### config.mk
export PLATFORM = sky130hd
export DESIGN_NAME = molecular_quantum_number_counter_top
export DESIGN_NICKNAME = d
export VERILOG_FILES = /design/src/mqnc_pkg.sv /design/src/mqnc_ctrl.sv /design/src/mqnc_datapath.sv /design/src/molecular_quantum_number_counter_top.sv
export SDC_FILE = /design/constraint.sdc
export NUM_CORES = 2
export LEC_CHECK = 0
export ABC_AREA = 1
export BUFFER_PORTS_ARGS = -buffer_cell sky130_fd_sc_hd__buf_2
export CAP_MARGIN = 20
export CORE_AREA = 5 5 250 435
export DETAILED_ROUTE_END_ITERATION = 10
export DIE_AREA = 0 0 255 440
export PLACE_DENSITY_LB_ADDON = 0.08
export RECOVER_POWER = 50
export SLEW_MARGIN = 20
export SYNTH_ARGS = -nofsm -noshare
export SYNTH_HDL_FRONTEND = slang
export SYNTH_SLANG_ARGS = --single-unit
### constraint.sdc
create_clock -name clk -period 4.4 [get_ports clk]
set_clock_uncertainty 0.15 [all_clocks]
set_input_delay 0.44 -clock clk [delete_from_list [all_inputs] [get_ports clk]]
set_output_delay 0.44 -clock clk [all_outputs]
set_load 0.01 [all_outputs]
### src/mqnc_pkg.sv
`timescale 1ns / 1ps

package mqnc_pkg;

  localparam int COUNT_WIDTH = 16;
  localparam int NUM_BINS    = 42;
  localparam int BIN_IDX_W   = $clog2(NUM_BINS);
  localparam int OUT_W       = 16;

  typedef logic [COUNT_WIDTH-1:0] count_t;
  typedef logic [BIN_IDX_W-1:0]   bin_idx_t;

  localparam count_t COUNT_MAX = {COUNT_WIDTH{1'b1}};

  localparam logic [1:0] FUNC_ATOM   = 2'd0;
  localparam logic [1:0] FUNC_BOND   = 2'd1;
  localparam logic [1:0] FUNC_RING   = 2'd2;
  localparam logic [1:0] FUNC_FINISH = 2'd3;

  localparam logic [1:0] BOND_OTHER = 2'd0;

  localparam logic [6:0] Z_DUMMY = 7'd0;
  localparam logic [6:0] Z_H     = 7'd1;
  localparam logic [6:0] Z_C     = 7'd6;
  localparam logic [6:0] Z_N     = 7'd7;
  localparam logic [6:0] Z_O     = 7'd8;
  localparam logic [6:0] Z_F     = 7'd9;
  localparam logic [6:0] Z_P     = 7'd15;
  localparam logic [6:0] Z_S     = 7'd16;
  localparam logic [6:0] Z_CL    = 7'd17;
  localparam logic [6:0] Z_BR    = 7'd35;
  localparam logic [6:0] Z_I     = 7'd53;

  localparam bin_idx_t BIN_C          = 6'd0;
  localparam bin_idx_t BIN_F          = 6'd1;
  localparam bin_idx_t BIN_CL         = 6'd2;
  localparam bin_idx_t BIN_BR         = 6'd3;
  localparam bin_idx_t BIN_I          = 6'd4;
  localparam bin_idx_t BIN_S          = 6'd5;
  localparam bin_idx_t BIN_P          = 6'd6;
  localparam bin_idx_t BIN_N_ACYC     = 6'd7;
  localparam bin_idx_t BIN_N_CYC      = 6'd8;
  localparam bin_idx_t BIN_O_ACYC     = 6'd9;
  localparam bin_idx_t BIN_O_CYC      = 6'd10;
  localparam bin_idx_t BIN_OTHER_HVY  = 6'd11;
  localparam bin_idx_t BIN_BOND_ACYC0 = 6'd11;
  localparam bin_idx_t BIN_BOND_CYC0  = 6'd14;
  localparam bin_idx_t BIN_CYC_SINGLE = 6'd15;
  localparam bin_idx_t BIN_CYC_DOUBLE = 6'd16;
  localparam bin_idx_t BIN_ROTATABLE  = 6'd18;
  localparam bin_idx_t BIN_ACC_SITES  = 6'd19;
  localparam bin_idx_t BIN_ACC_ATOMS  = 6'd20;
  localparam bin_idx_t BIN_DON_SITES  = 6'd21;
  localparam bin_idx_t BIN_DON_ATOMS  = 6'd22;
  localparam bin_idx_t BIN_NEG        = 6'd23;
  localparam bin_idx_t BIN_POS        = 6'd24;
  localparam bin_idx_t BIN_DEG1       = 6'd25;
  localparam bin_idx_t BIN_DEG_ACYC0  = 6'd24;
  localparam bin_idx_t BIN_DEG_CYC0   = 6'd27;
  localparam bin_idx_t BIN_RING0      = 6'd29;
  localparam bin_idx_t BIN_RING_BIG   = 6'd39;
  localparam bin_idx_t BIN_MULTI_ATOM = 6'd40;
  localparam bin_idx_t BIN_MULTI_BOND = 6'd41;
  localparam bin_idx_t BIN_LAST       = bin_idx_t'(NUM_BINS - 1);

  localparam logic [5:0] RING_MIN = 6'd3;
  localparam logic [5:0] RING_BIG = 6'd10;

  typedef enum logic {
    ST_IDLE,
    ST_EMIT
  } state_t;

  typedef struct packed {
    logic upd;
    logic fin;
    logic shift;
  } cmd_t;

  typedef struct packed {
    logic last;
  } sts_t;

endpackage

### src/mqnc_ctrl.sv
`timescale 1ns / 1ps

module mqnc_ctrl (
  input  logic              clk,
  input  logic              rst_n,
  input  logic              in_valid,
  output logic              in_ready,
  input  logic [1:0]        in_func,
  output logic              out_valid,
  input  logic              out_ready,
  output mqnc_pkg::cmd_t    cmd,
  input  mqnc_pkg::sts_t    sts
);

  mqnc_pkg::state_t st_r;
  mqnc_pkg::state_t st_nxt;
  logic             in_acc;

  assign in_acc = in_valid && in_ready;

  always_ff @(posedge clk) begin
    if (!rst_n) begin
      st_r <= mqnc_pkg::ST_IDLE;
    end else begin
      st_r <= st_nxt;
    end
  end

  always_comb begin
    st_nxt = st_r;
    unique case (st_r)
      mqnc_pkg::ST_IDLE: begin
        if (in_acc && in_func == mqnc_pkg::FUNC_FINISH) begin
          st_nxt = mqnc_pkg::ST_EMIT;
        end
      end
      mqnc_pkg::ST_EMIT: begin
        if (out_ready && sts.last) begin
          st_nxt = mqnc_pkg::ST_IDLE;
        end
      end
      default: st_nxt = mqnc_pkg::ST_IDLE;
    endcase
  end

  always_comb begin
    in_ready  = 1'b0;
    out_valid = 1'b0;
    cmd       = '0;
    unique case (st_r)
      mqnc_pkg::ST_IDLE: begin
        in_ready  = 1'b1;
        cmd.upd   = in_valid && in_func != mqnc_pkg::FUNC_FINISH;
        cmd.fin   = in_valid && in_func == mqnc_pkg::FUNC_FINISH;
      end
      mqnc_pkg::ST_EMIT: begin
        out_valid = 1'b1;
        cmd.shift = out_ready;
      end
      default: begin
        in_ready = 1'b0;
      end
    endcase
  end

  a_fin_to_emit: assert property (@(posedge clk) disable iff (!rst_n)
    cmd.fin |=> st_r == mqnc_pkg::ST_EMIT)
    else $error("finish item did not start emission");

  a_last_to_idle: assert property (@(posedge clk) disable iff (!rst_n)
    (cmd.shift && sts.last) |=> st_r == mqnc_pkg::ST_IDLE)
    else $error("emission did not end after the last bin");

  a_no_overlap: assert property (@(posedge clk) disable iff (!rst_n)
    !(cmd.shift && (cmd.upd || cmd.fin)))
    else $error("update overlaps emission");

endmodule

### src/mqnc_datapath.sv
`timescale 1ns / 1ps

module mqnc_datapath (
  input  logic                       clk,
  input  logic                       rst_n,
  input  mqnc_pkg::cmd_t             cmd,
  output mqnc_pkg::sts_t             sts,
  input  logic [1:0]                 in_func,
  input  logic [6:0]                 in_atomic_num,
  input  logic [3:0]                 in_hydrogens,
  input  logic [3:0]                 in_ring_membership,
  input  logic [3:0]                 in_degree,
  input  logic signed [3:0]          in_formal_charge,
  input  logic [1:0]                 in_bond_kind,
  input  logic                       in_aromatic,
  input  logic [5:0]                 in_ring_size,
  input  logic [15:0]                in_rotatable_bonds,
  output logic [mqnc_pkg::BIN_IDX_W-1:0] out_bin_index,
  output logic [mqnc_pkg::OUT_W-1:0] out_bin_count,
  output logic                       out_last
);

  mqnc_pkg::count_t   bin_r   [mqnc_pkg::NUM_BINS];
  mqnc_pkg::count_t   bin_nxt [mqnc_pkg::NUM_BINS];
  mqnc_pkg::count_t   amt     [mqnc_pkg::NUM_BINS];
  mqnc_pkg::count_t   arom_r;
  mqnc_pkg::count_t   arom_nxt;
  mqnc_pkg::bin_idx_t idx_r;
  mqnc_pkg::bin_idx_t idx_nxt;
  mqnc_pkg::count_t   half;
  mqnc_pkg::count_t   rot_sat;
  logic               in_rings;
  logic               multi;
  logic [mqnc_pkg::COUNT_WIDTH:0] sum [mqnc_pkg::NUM_BINS];
  logic [31:0]        wide_out;

  assign in_rings = in_ring_membership != 4'd0;
  assign multi    = in_ring_membership >= 4'd2;
  assign half     = arom_r >> 1;
  assign rot_sat  = (32'(in_rotatable_bonds) > 32'(mqnc_pkg::COUNT_MAX)) ?
                    mqnc_pkg::COUNT_MAX : mqnc_pkg::count_t'(in_rotatable_bonds);

  // per-bin increment for the item at the input
  always_comb begin
    for (int k = 0; k < mqnc_pkg::NUM_BINS; k++) begin
      amt[k] = '0;
    end
    if (cmd.upd) begin
      case (in_func)
        mqnc_pkg::FUNC_ATOM: begin
          case (in_atomic_num)
            mqnc_pkg::Z_DUMMY, mqnc_pkg::Z_H: ;
            mqnc_pkg::Z_C:  amt[mqnc_pkg::BIN_C]  = 'd1;
            mqnc_pkg::Z_F:  amt[mqnc_pkg::BIN_F]  = 'd1;
            mqnc_pkg::Z_CL: amt[mqnc_pkg::BIN_CL] = 'd1;
            mqnc_pkg::Z_BR: amt[mqnc_pkg::BIN_BR] = 'd1;
            mqnc_pkg::Z_I:  amt[mqnc_pkg::BIN_I]  = 'd1;
            mqnc_pkg::Z_S:  amt[mqnc_pkg::BIN_S]  = 'd1;
            mqnc_pkg::Z_P:  amt[mqnc_pkg::BIN_P]  = 'd1;
            mqnc_pkg::Z_N: begin
              amt[in_rings ? mqnc_pkg::BIN_N_CYC : mqnc_pkg::BIN_N_ACYC] = 'd1;
              if (in_degree != 4'd4) begin
                amt[mqnc_pkg::BIN_ACC_SITES] = 'd1;
                amt[mqnc_pkg::BIN_ACC_ATOMS] = 'd1;
              end
              if (in_hydrogens != 4'd0) begin
                amt[mqnc_pkg::BIN_DON_SITES] = mqnc_pkg::count_t'(in_hydrogens);
                amt[mqnc_pkg::BIN_DON_ATOMS] = 'd1;
              end
            end
            mqnc_pkg::Z_O: begin
              amt[in_rings ? mqnc_pkg::BIN_O_CYC : mqnc_pkg::BIN_O_ACYC] = 'd1;
              amt[mqnc_pkg::BIN_ACC_ATOMS] = 'd1;
              amt[mqnc_pkg::BIN_ACC_SITES] = (in_formal_charge == -4'sd1) ? 'd3 : 'd2;
              if (in_hydrogens != 4'd0) begin
                amt[mqnc_pkg::BIN_DON_SITES] = mqnc_pkg::count_t'(in_hydrogens);
                amt[mqnc_pkg::BIN_DON_ATOMS] = 'd1;
              end
            end
            default: amt[mqnc_pkg::BIN_OTHER_HVY] = 'd1;
          endcase
          if (in_formal_charge[3]) begin
            amt[mqnc_pkg::BIN_NEG] = 'd1;
          end else if (in_formal_charge != 4'sd0) begin
            amt[mqnc_pkg::BIN_POS] = 'd1;
          end
          if (in_atomic_num != mqnc_pkg::Z_H) begin
            if (in_degree == 4'd1) begin
              amt[mqnc_pkg::BIN_DEG1] = 'd1;
            end else if (in_degree >= 4'd2 && in_degree <= 4'd4) begin
              amt[(in_rings ? mqnc_pkg::BIN_DEG_CYC0 : mqnc_pkg::BIN_DEG_ACYC0)
                  + mqnc_pkg::bin_idx_t'(in_degree)] = 'd1;
            end
            if (multi) begin
              amt[mqnc_pkg::BIN_MULTI_ATOM] = 'd1;
            end
          end
        end
        mqnc_pkg::FUNC_BOND: begin
          if (!in_aromatic && in_bond_kind != mqnc_pkg::BOND_OTHER) begin
            amt[(in_rings ? mqnc_pkg::BIN_BOND_CYC0 : mqnc_pkg::BIN_BOND_ACYC0)
                + mqnc_pkg::bin_idx_t'(in_bond_kind)] = 'd1;
          end
          if (multi) begin
            amt[mqnc_pkg::BIN_MULTI_BOND] = 'd1;
          end
        end
        mqnc_pkg::FUNC_RING: begin
          if (in_ring_size >= mqnc_pkg::RING_MIN) begin
            if (in_ring_size < mqnc_pkg::RING_BIG) begin
              amt[mqnc_pkg::BIN_RING0 + mqnc_pkg::bin_idx_t'(in_ring_size)] = 'd1;
            end else begin
              amt[mqnc_pkg::BIN_RING_BIG] = 'd1;
            end
          end
        end
        default: ;
      endcase
    end
    if (cmd.fin) begin
      amt[mqnc_pkg::BIN_CYC_SINGLE] = half + mqnc_pkg::count_t'(arom_r[0]);
      amt[mqnc_pkg::BIN_CYC_DOUBLE] = half;
    end
  end

  // saturating add, rotatable overwrite, or shift toward bin 0
  always_comb begin
    for (int k = 0; k < mqnc_pkg::NUM_BINS; k++) begin
      sum[k] = {1'b0, bin_r[k]} + {1'b0, amt[k]};
      if (cmd.shift) begin
        bin_nxt[k] = (k == mqnc_pkg::NUM_BINS - 1) ? '0 :
                     bin_r[(k + 1) % mqnc_pkg::NUM_BINS];
      end else if (cmd.fin && k == int'(mqnc_pkg::BIN_ROTATABLE)) begin
        bin_nxt[k] = rot_sat;
      end else begin
        bin_nxt[k] = sum[k][mqnc_pkg::COUNT_WIDTH] ? mqnc_pkg::COUNT_MAX :
                     sum[k][mqnc_pkg::COUNT_WIDTH-1:0];
      end
    end
  end

  always_comb begin
    arom_nxt = arom_r;
    idx_nxt  = idx_r;
    if (cmd.fin) begin
      arom_nxt = '0;
    end else if (cmd.upd && in_func == mqnc_pkg::FUNC_BOND && in_aromatic &&
                 arom_r != mqnc_pkg::COUNT_MAX) begin
      arom_nxt = arom_r + 1'b1;
    end
    if (cmd.shift) begin
      idx_nxt = sts.last ? '0 : idx_r + 1'b1;
    end
  end

  always_ff @(posedge clk) begin
    if (!rst_n) begin
      for (int k = 0; k < mqnc_pkg::NUM_BINS; k++) begin
        bin_r[k] <= '0;
      end
      arom_r <= '0;
      idx_r  <= '0;
    end else begin
      for (int k = 0; k < mqnc_pkg::NUM_BINS; k++) begin
        bin_r[k] <= bin_nxt[k];
      end
      arom_r <= arom_nxt;
      idx_r  <= idx_nxt;
    end
  end

  assign sts.last      = idx_r == mqnc_pkg::BIN_LAST;
  assign wide_out      = 32'(bin_r[0]);
  assign out_bin_count = (wide_out > 32'h0000_FFFF) ? {mqnc_pkg::OUT_W{1'b1}} :
                         wide_out[mqnc_pkg::OUT_W-1:0];
  assign out_bin_index = idx_r;
  assign out_last      = sts.last;

  a_tail_zero: assert property (@(posedge clk) disable iff (!rst_n)
    cmd.shift |=> bin_r[mqnc_pkg::NUM_BINS-1] == '0)
    else $error("tail bin not cleared on shift");

  a_shift_moves: assert property (@(posedge clk) disable iff (!rst_n)
    cmd.shift |=> bin_r[0] == $past(bin_r[1]))
    else $error("counter row did not advance");

  a_arom_clear: assert property (@(posedge clk) disable iff (!rst_n)
    cmd.fin |=> arom_r == '0 && idx_r == '0)
    else $error("finish left aromatic count or index dirty");

endmodule

### src/molecular_quantum_number_counter_top.sv
// Atom, bond and ring items: one per cycle when idle; counters update at the accept edge.
// Finish item: bin 0 is offered the cycle after accept, then one bin per cycle
// while out_ready is high; 42 results, input ready again after bin 41 is taken.
// A finish therefore blocks new input until all bins have been taken by the receiver.
// Reset (rst_n low, synchronous) clears all counters, the aromatic count and the index.
`timescale 1ns / 1ps

module molecular_quantum_number_counter_top (
  input  logic                   clk,
  input  logic                   rst_n,
  input  logic                   in_valid,
  output logic                   in_ready,
  input  logic [1:0]             in_func,
  input  logic [6:0]             in_atomic_num,
  input  logic [3:0]             in_hydrogens,
  input  logic [3:0]             in_ring_membership,
  input  logic [3:0]             in_degree,
  input  logic signed [3:0]      in_formal_charge,
  input  logic [1:0]             in_bond_kind,
  input  logic                   in_aromatic,
  input  logic [5:0]             in_ring_size,
  input  logic [15:0]            in_rotatable_bonds,
  output logic                   out_valid,
  input  logic                   out_ready,
  output logic [5:0]             out_bin_index,
  output logic [15:0]            out_bin_count,
  output logic                   out_last
);

  mqnc_pkg::cmd_t cmd;
  mqnc_pkg::sts_t sts;

  mqnc_ctrl u_ctrl (
    .clk       (clk),
    .rst_n     (rst_n),
    .in_valid  (in_valid),
    .in_ready  (in_ready),
    .in_func   (in_func),
    .out_valid (out_valid),
    .out_ready (out_ready),
    .cmd       (cmd),
    .sts       (sts)
  );

  mqnc_datapath u_datapath (
    .clk                (clk),
    .rst_n              (rst_n),
    .cmd                (cmd),
    .sts                (sts),
    .in_func            (in_func),
    .in_atomic_num      (in_atomic_num),
    .in_hydrogens       (in_hydrogens),
    .in_ring_membership (in_ring_membership),
    .in_degree          (in_degree),
    .in_formal_charge   (in_formal_charge),
    .in_bond_kind       (in_bond_kind),
    .in_aromatic        (in_aromatic),
    .in_ring_size       (in_ring_size),
    .in_rotatable_bonds (in_rotatable_bonds),
    .out_bin_index      (out_bin_index),
    .out_bin_count      (out_bin_count),
    .out_last           (out_last)
  );

endmodule

Word-level counts from Yosys, hierarchy flattened
Memory sizes are Yosys's and may differ from the RTL's.
Index checks and enable logic that the tools add are counted.
Storage, ports and cells
  register bits: 23
  RAM bits: 672
  input bits: 54
  logic and storage cells: 372
  memories: 1
Memory list
  u_datapath.bin_r: depth 42, width 16, read ports 42, clocked after memory_dff 0, wr ports 42, line mqnc_datapath.sv:23  | mqnc_pkg::count_t bin_r [mqnc_pkg::NUM_BINS];
Cells by class
  add/sub/neg operators: 48
  magnitude comparators: 16
  eq/ne operators: 20
  muxes and demuxes: 208
  bitwise operators: 52
  reductions and logical operators: 24
Operators with widths (count)
  672-bit two-way mux: 4
  16-bit two-way mux: 159
  672-bit case mux with 3 select lines: 1
  480-bit two-way mux: 2
  465-bit case mux with 2 select lines: 1
  16-bit by 16-bit adder with 17-bit output: 42
  657-bit two-way mux: 1
  630-bit AND: 1
  630-bit inverter: 1
  609-bit two-way mux: 1
  16-bit demux with 6-bit select: 5
  400-bit two-way mux: 1
  256-bit two-way mux: 1
  64-bit two-way mux: 2
  49-bit case mux with 2 select lines: 1
  1-bit bitwise OR: 42
  42-bit bitwise OR: 1
  20-bit two-way mux: 2
  7-bit greater-or-equal comparator (second input constant): 5
  7-bit by 1-bit less-than comparator with 1-bit output (second input constant): 5
  6-bit inverter with 7-bit output: 5
  17-bit two-way mux: 2
  32-bit two-way mux: 1
  1-bit case mux with 3 select lines: 8
  39 further kinds: 74

Longest topological paths before layout
  depth after elaboration: 27
  gate-level depth with buffers: 30

Modules after synthesis
A second synthesis with hierarchy kept.
Unflattened totals
  cells, all modules: 6306
  area total of the unflattened synthesis: 42502.0 um^2
By module, submodules not included
  mqnc_datapath: instances 1, cells an instance 6291, area an instance 42423.2 um^2
  mqnc_ctrl: instances 1, cells an instance 15, area an instance 78.8 um^2

Worst setup path after synthesis
OpenSTA, ideal clock, no wires.
  path type: in2reg
  from: input port in_ring_membership[3]
  to: memory u_datapath.bin_r[4][61] (netlist name)
  setup time: 0.074 ns
  arrival time: 3.754 ns
  slack: 0.422 ns
  cell stages on the path: 24
  buffers on the path: 1
  cells stage by stage: nor2_1 > nand2_1 > nor2_1 > ha_1 > inv_1 > ha_1 > inv_1 > ha_1 > inv_1 > nor3_1 > inv_1 > nor2_1 > nor2_1 > nor2_1 > ha_1 > inv_1 > fa_1 > inv_1 > nand2_1 > nor2_1 > and3_1 > nand3_2 > buf_2 > a31oi_1
RTL lines
  start: declaration: line molecular_quantum_number_counter_top.sv:16  | input logic [3:0] in_ring_membership,
  end: declaration: line mqnc_datapath.sv:23

==> results_dict.tcl <==
set metrics [dict create \
    fillers 11200 \
    maxCapViolations 3 \
    place_area_um2 44100 \
    die_w_um 255 \
    cts_hold_buf 18 \
    die_h_um 440 \
    dr_wl_met3_mm 4.35 \
    yosysUniqueCellTypes 64 \
    routed.top_layer "met5" \
    crit_slowest_cell "inv_1" \
    timing.final.crit_share 0.901 \
    setup_slack_ps 436 \
    holdWs_ps 329 \
    htreeDepth 3 \
    dp_hpwl_mm 94.5 \
    rows 157 \
    cts_tree "yes" \
    power_switching_mw 3.80 \
    place_worst_setup_slack_ps -157 \
    seqCellArea_um2 13900 \
    synth_nets 6223 \
    cp_cell_sequence "nand2_4, inv_1, buf_4, a21oi_2, inv_1, nor2_1, nor2_1" \
    first_pass_iters 5 \
    synth.top_cell.area_share 0.335 \
    cp-end-kind "flop" \
    layout_min_cycle_time_ps 3960 \
    cp-start-kind "flop" \
    setup-violations-final 0 \
    overflow 0 \
    io_buffers 78 \
    root_buffer "clkbuf_16" \
    antenna_found_initial 22 \
    die_area_um2 112000 \
    drtIter0Drc 2243 \
    maxSlewViolCount 218 \
    synth_area_um2 41500 \
    p_per_area_nw_per_um2 314 \
    synth_warnings 0 \
    cp_top_family "buffers and inverters" \
    synth.most_common_cell "nand2_1" \
    insertion_delay_ps 680 \
    power.share.sequential 0.464 \
    grt_pass1_wl_mm 207 \
    design_area_um2 46500 \
    clk_pin_slew_ps 60 \
    numCtsBuffers 76 \
    gp_congestion 0.878 \
    netSwitchingFraction 0.260 \
    p_int_mw 10.8 \
    rsz0062_at_grt "false" \
    fin_nets 6350 \
    synth_edf_count 0 \
    power_frac_comb 0.078 \
    clockBufferDepth 3 \
    tightest_slew_ps 2120 \
    met1_length_mm 48.0 \
    p_leak_nw 19.1 \
    yosysSeqAreaShare 0.335 \
    pin_count 79 \
    hold_path_class "flop to flop" \
    peakVddDrop_mv 0.309 \
    async_flop_share 0 \
    fmax_mhz 252 \
    cp_max_fo 51 \
    yosys-top-cells-count "842 x nand2_1, 802 x nor2_1, 735 x inv_1" \
    hold_viol 0 \
    viasPerCell 5.21 \
    final-instance-count-excl-fill 7586 \
    yosysTopAreaCell "dfxtp_1" \
    dr_wl_met2_mm 71.8 \
    fin_util 0.445 \
    synthTopCellsByArea "dfxtp_1 34%, o21ai_0 8.3%, nand2_1 7.6%" \
    cp.required_ps 4850 \
    critical_path_class "flop to flop" \
    synth_cells 6041 \
    cts.sinks 695 \
    grt_usage 0.227 \
    cts_resized 0 \
    syn_to_final_growth_pct 11.9 \
    slowest_delay_ps 1610 \
    drtAntennaViolNets 0 \
    cts_setup_buffers 0 \
    synthFlopType "dfxtp_1" \
    vias 39500 \
    drive_gt1_frac 0.0736 \
    start_util 0.397 \
    violations "capacitance limit, slew limit" \
    multi_input_area_um2 23500 \
    grt_pass1_vias 40100 \
    finalSetupTns_ps 0 \
    crit_buf_inv 3 \
    grt_start_max_net_pins 219 \
    drc 0 \
    dpl.cell_count 7423 \
    max_slew_margin -0.415 \
    status "finished with violations" \
    routedWlPerCell_um 17.1 \
    synth.avg_cell_area_um2 6.87 \
    routed_wl_mm 130 \
    worstPathArrival_ps 4410 \
    core-area_um2 105000 \
    p_clk_frac 0.458 \
    fin_total_pwr_mw 14.6 \
    ys_ff_latch 695 \
]
==> logic make-up (layout without fill, tap and decap cells) <==
logic type / after synthesis / in the layout / share of synthesized area
other: 0 / 10 / 0
XOR/XNOR: 411 / 411 / 0.0867
flip-flops: 695 / 695 / 0.335
adder cells (fa/ha/maj): 128 / 128 / 0.0395
buffers and inverters: 990 / 1174 / 0.0940
AO/OA/AOI/OAI: 1408 / 1408 / 0.183
AND/OR/NAND/NOR: 2409 / 2409 / 0.262
==> final cells by class <==
cell class,count,share of cell area
antenna,10,0.000539
clock buffer,114,0.0488
clock inverter,21,0.00598
inverter,753,0.0608
multi-input combinational,4356,0.505
sequential,695,0.300
tap,1351,0.0364
timing repair buffer,286,0.0426
==> path summary, 6_finish.rpt <==
kind | end | start | slack (ps) | depth (start not counted)
worst min-delay path | u_datapath.bin_r[4][32]$_SDFF_PN0_ | u_datapath.bin_r[4][48]$_SDFF_PN0_ | 330 | 2
worst max register to register | u_datapath.bin_r[3][11]$_SDFF_PN0_ | u_ctrl.st_r$_SDFF_PN0_ | 440 | 7
worst max-delay path | u_datapath.bin_r[3][11]$_SDFF_PN0_ | u_ctrl.st_r$_SDFF_PN0_ | 440 | 7
worst min register to register | u_datapath.bin_r[4][32]$_SDFF_PN0_ | u_datapath.bin_r[4][48]$_SDFF_PN0_ | 330 | 2
==> layout by cell type (no fill, tap or decap), types with 144 or more instances in the layout <==
master and instances:
nor3_1 144, a31oi_1 206, o21ai_0 694, a21oi_1 408, inv_1 739, nor2_1 821, dfxtp_1 695, xor2_1 268
nand2_1 847, nand3_1 340, buf_4 147
==> layer usage <==
layer | GRT usage | vias up
met3 | 0.0320 | 290
met1 | 0.230 | 18400
met4 | 0.0938 | 16
li1 | - | 20300
met2 | 0.455 | 584
met5 | 0 | -
==> sequential cells by signal, summed over array words and instances, names as in the netlist <==
signal                    cells
u_datapath.out_bin_index      6
u_datapath.arom_r            16
u_datapath.bin_r            672
u_ctrl.st_r                   1
==> power by group through the flow <==
stage	Combinational (mW)	Sequential [mW]	Clock, mW
after floorplan	0.813	6.83	0
after global placement	1.13	6.91	0
after detailed placement	1.13	6.91	0
after CTS	1.15	6.77	6.92
after global routing	1.29	6.80	7.15
final	1.13	6.77	6.69
==> tightest hold or removal path: stages, from the launching register on <==
cell and delay [ps]:
dfxtp_1 340, nand2_1 60, o21ai_0 50
Note: power is estimated with default switching activity, not from simulation.
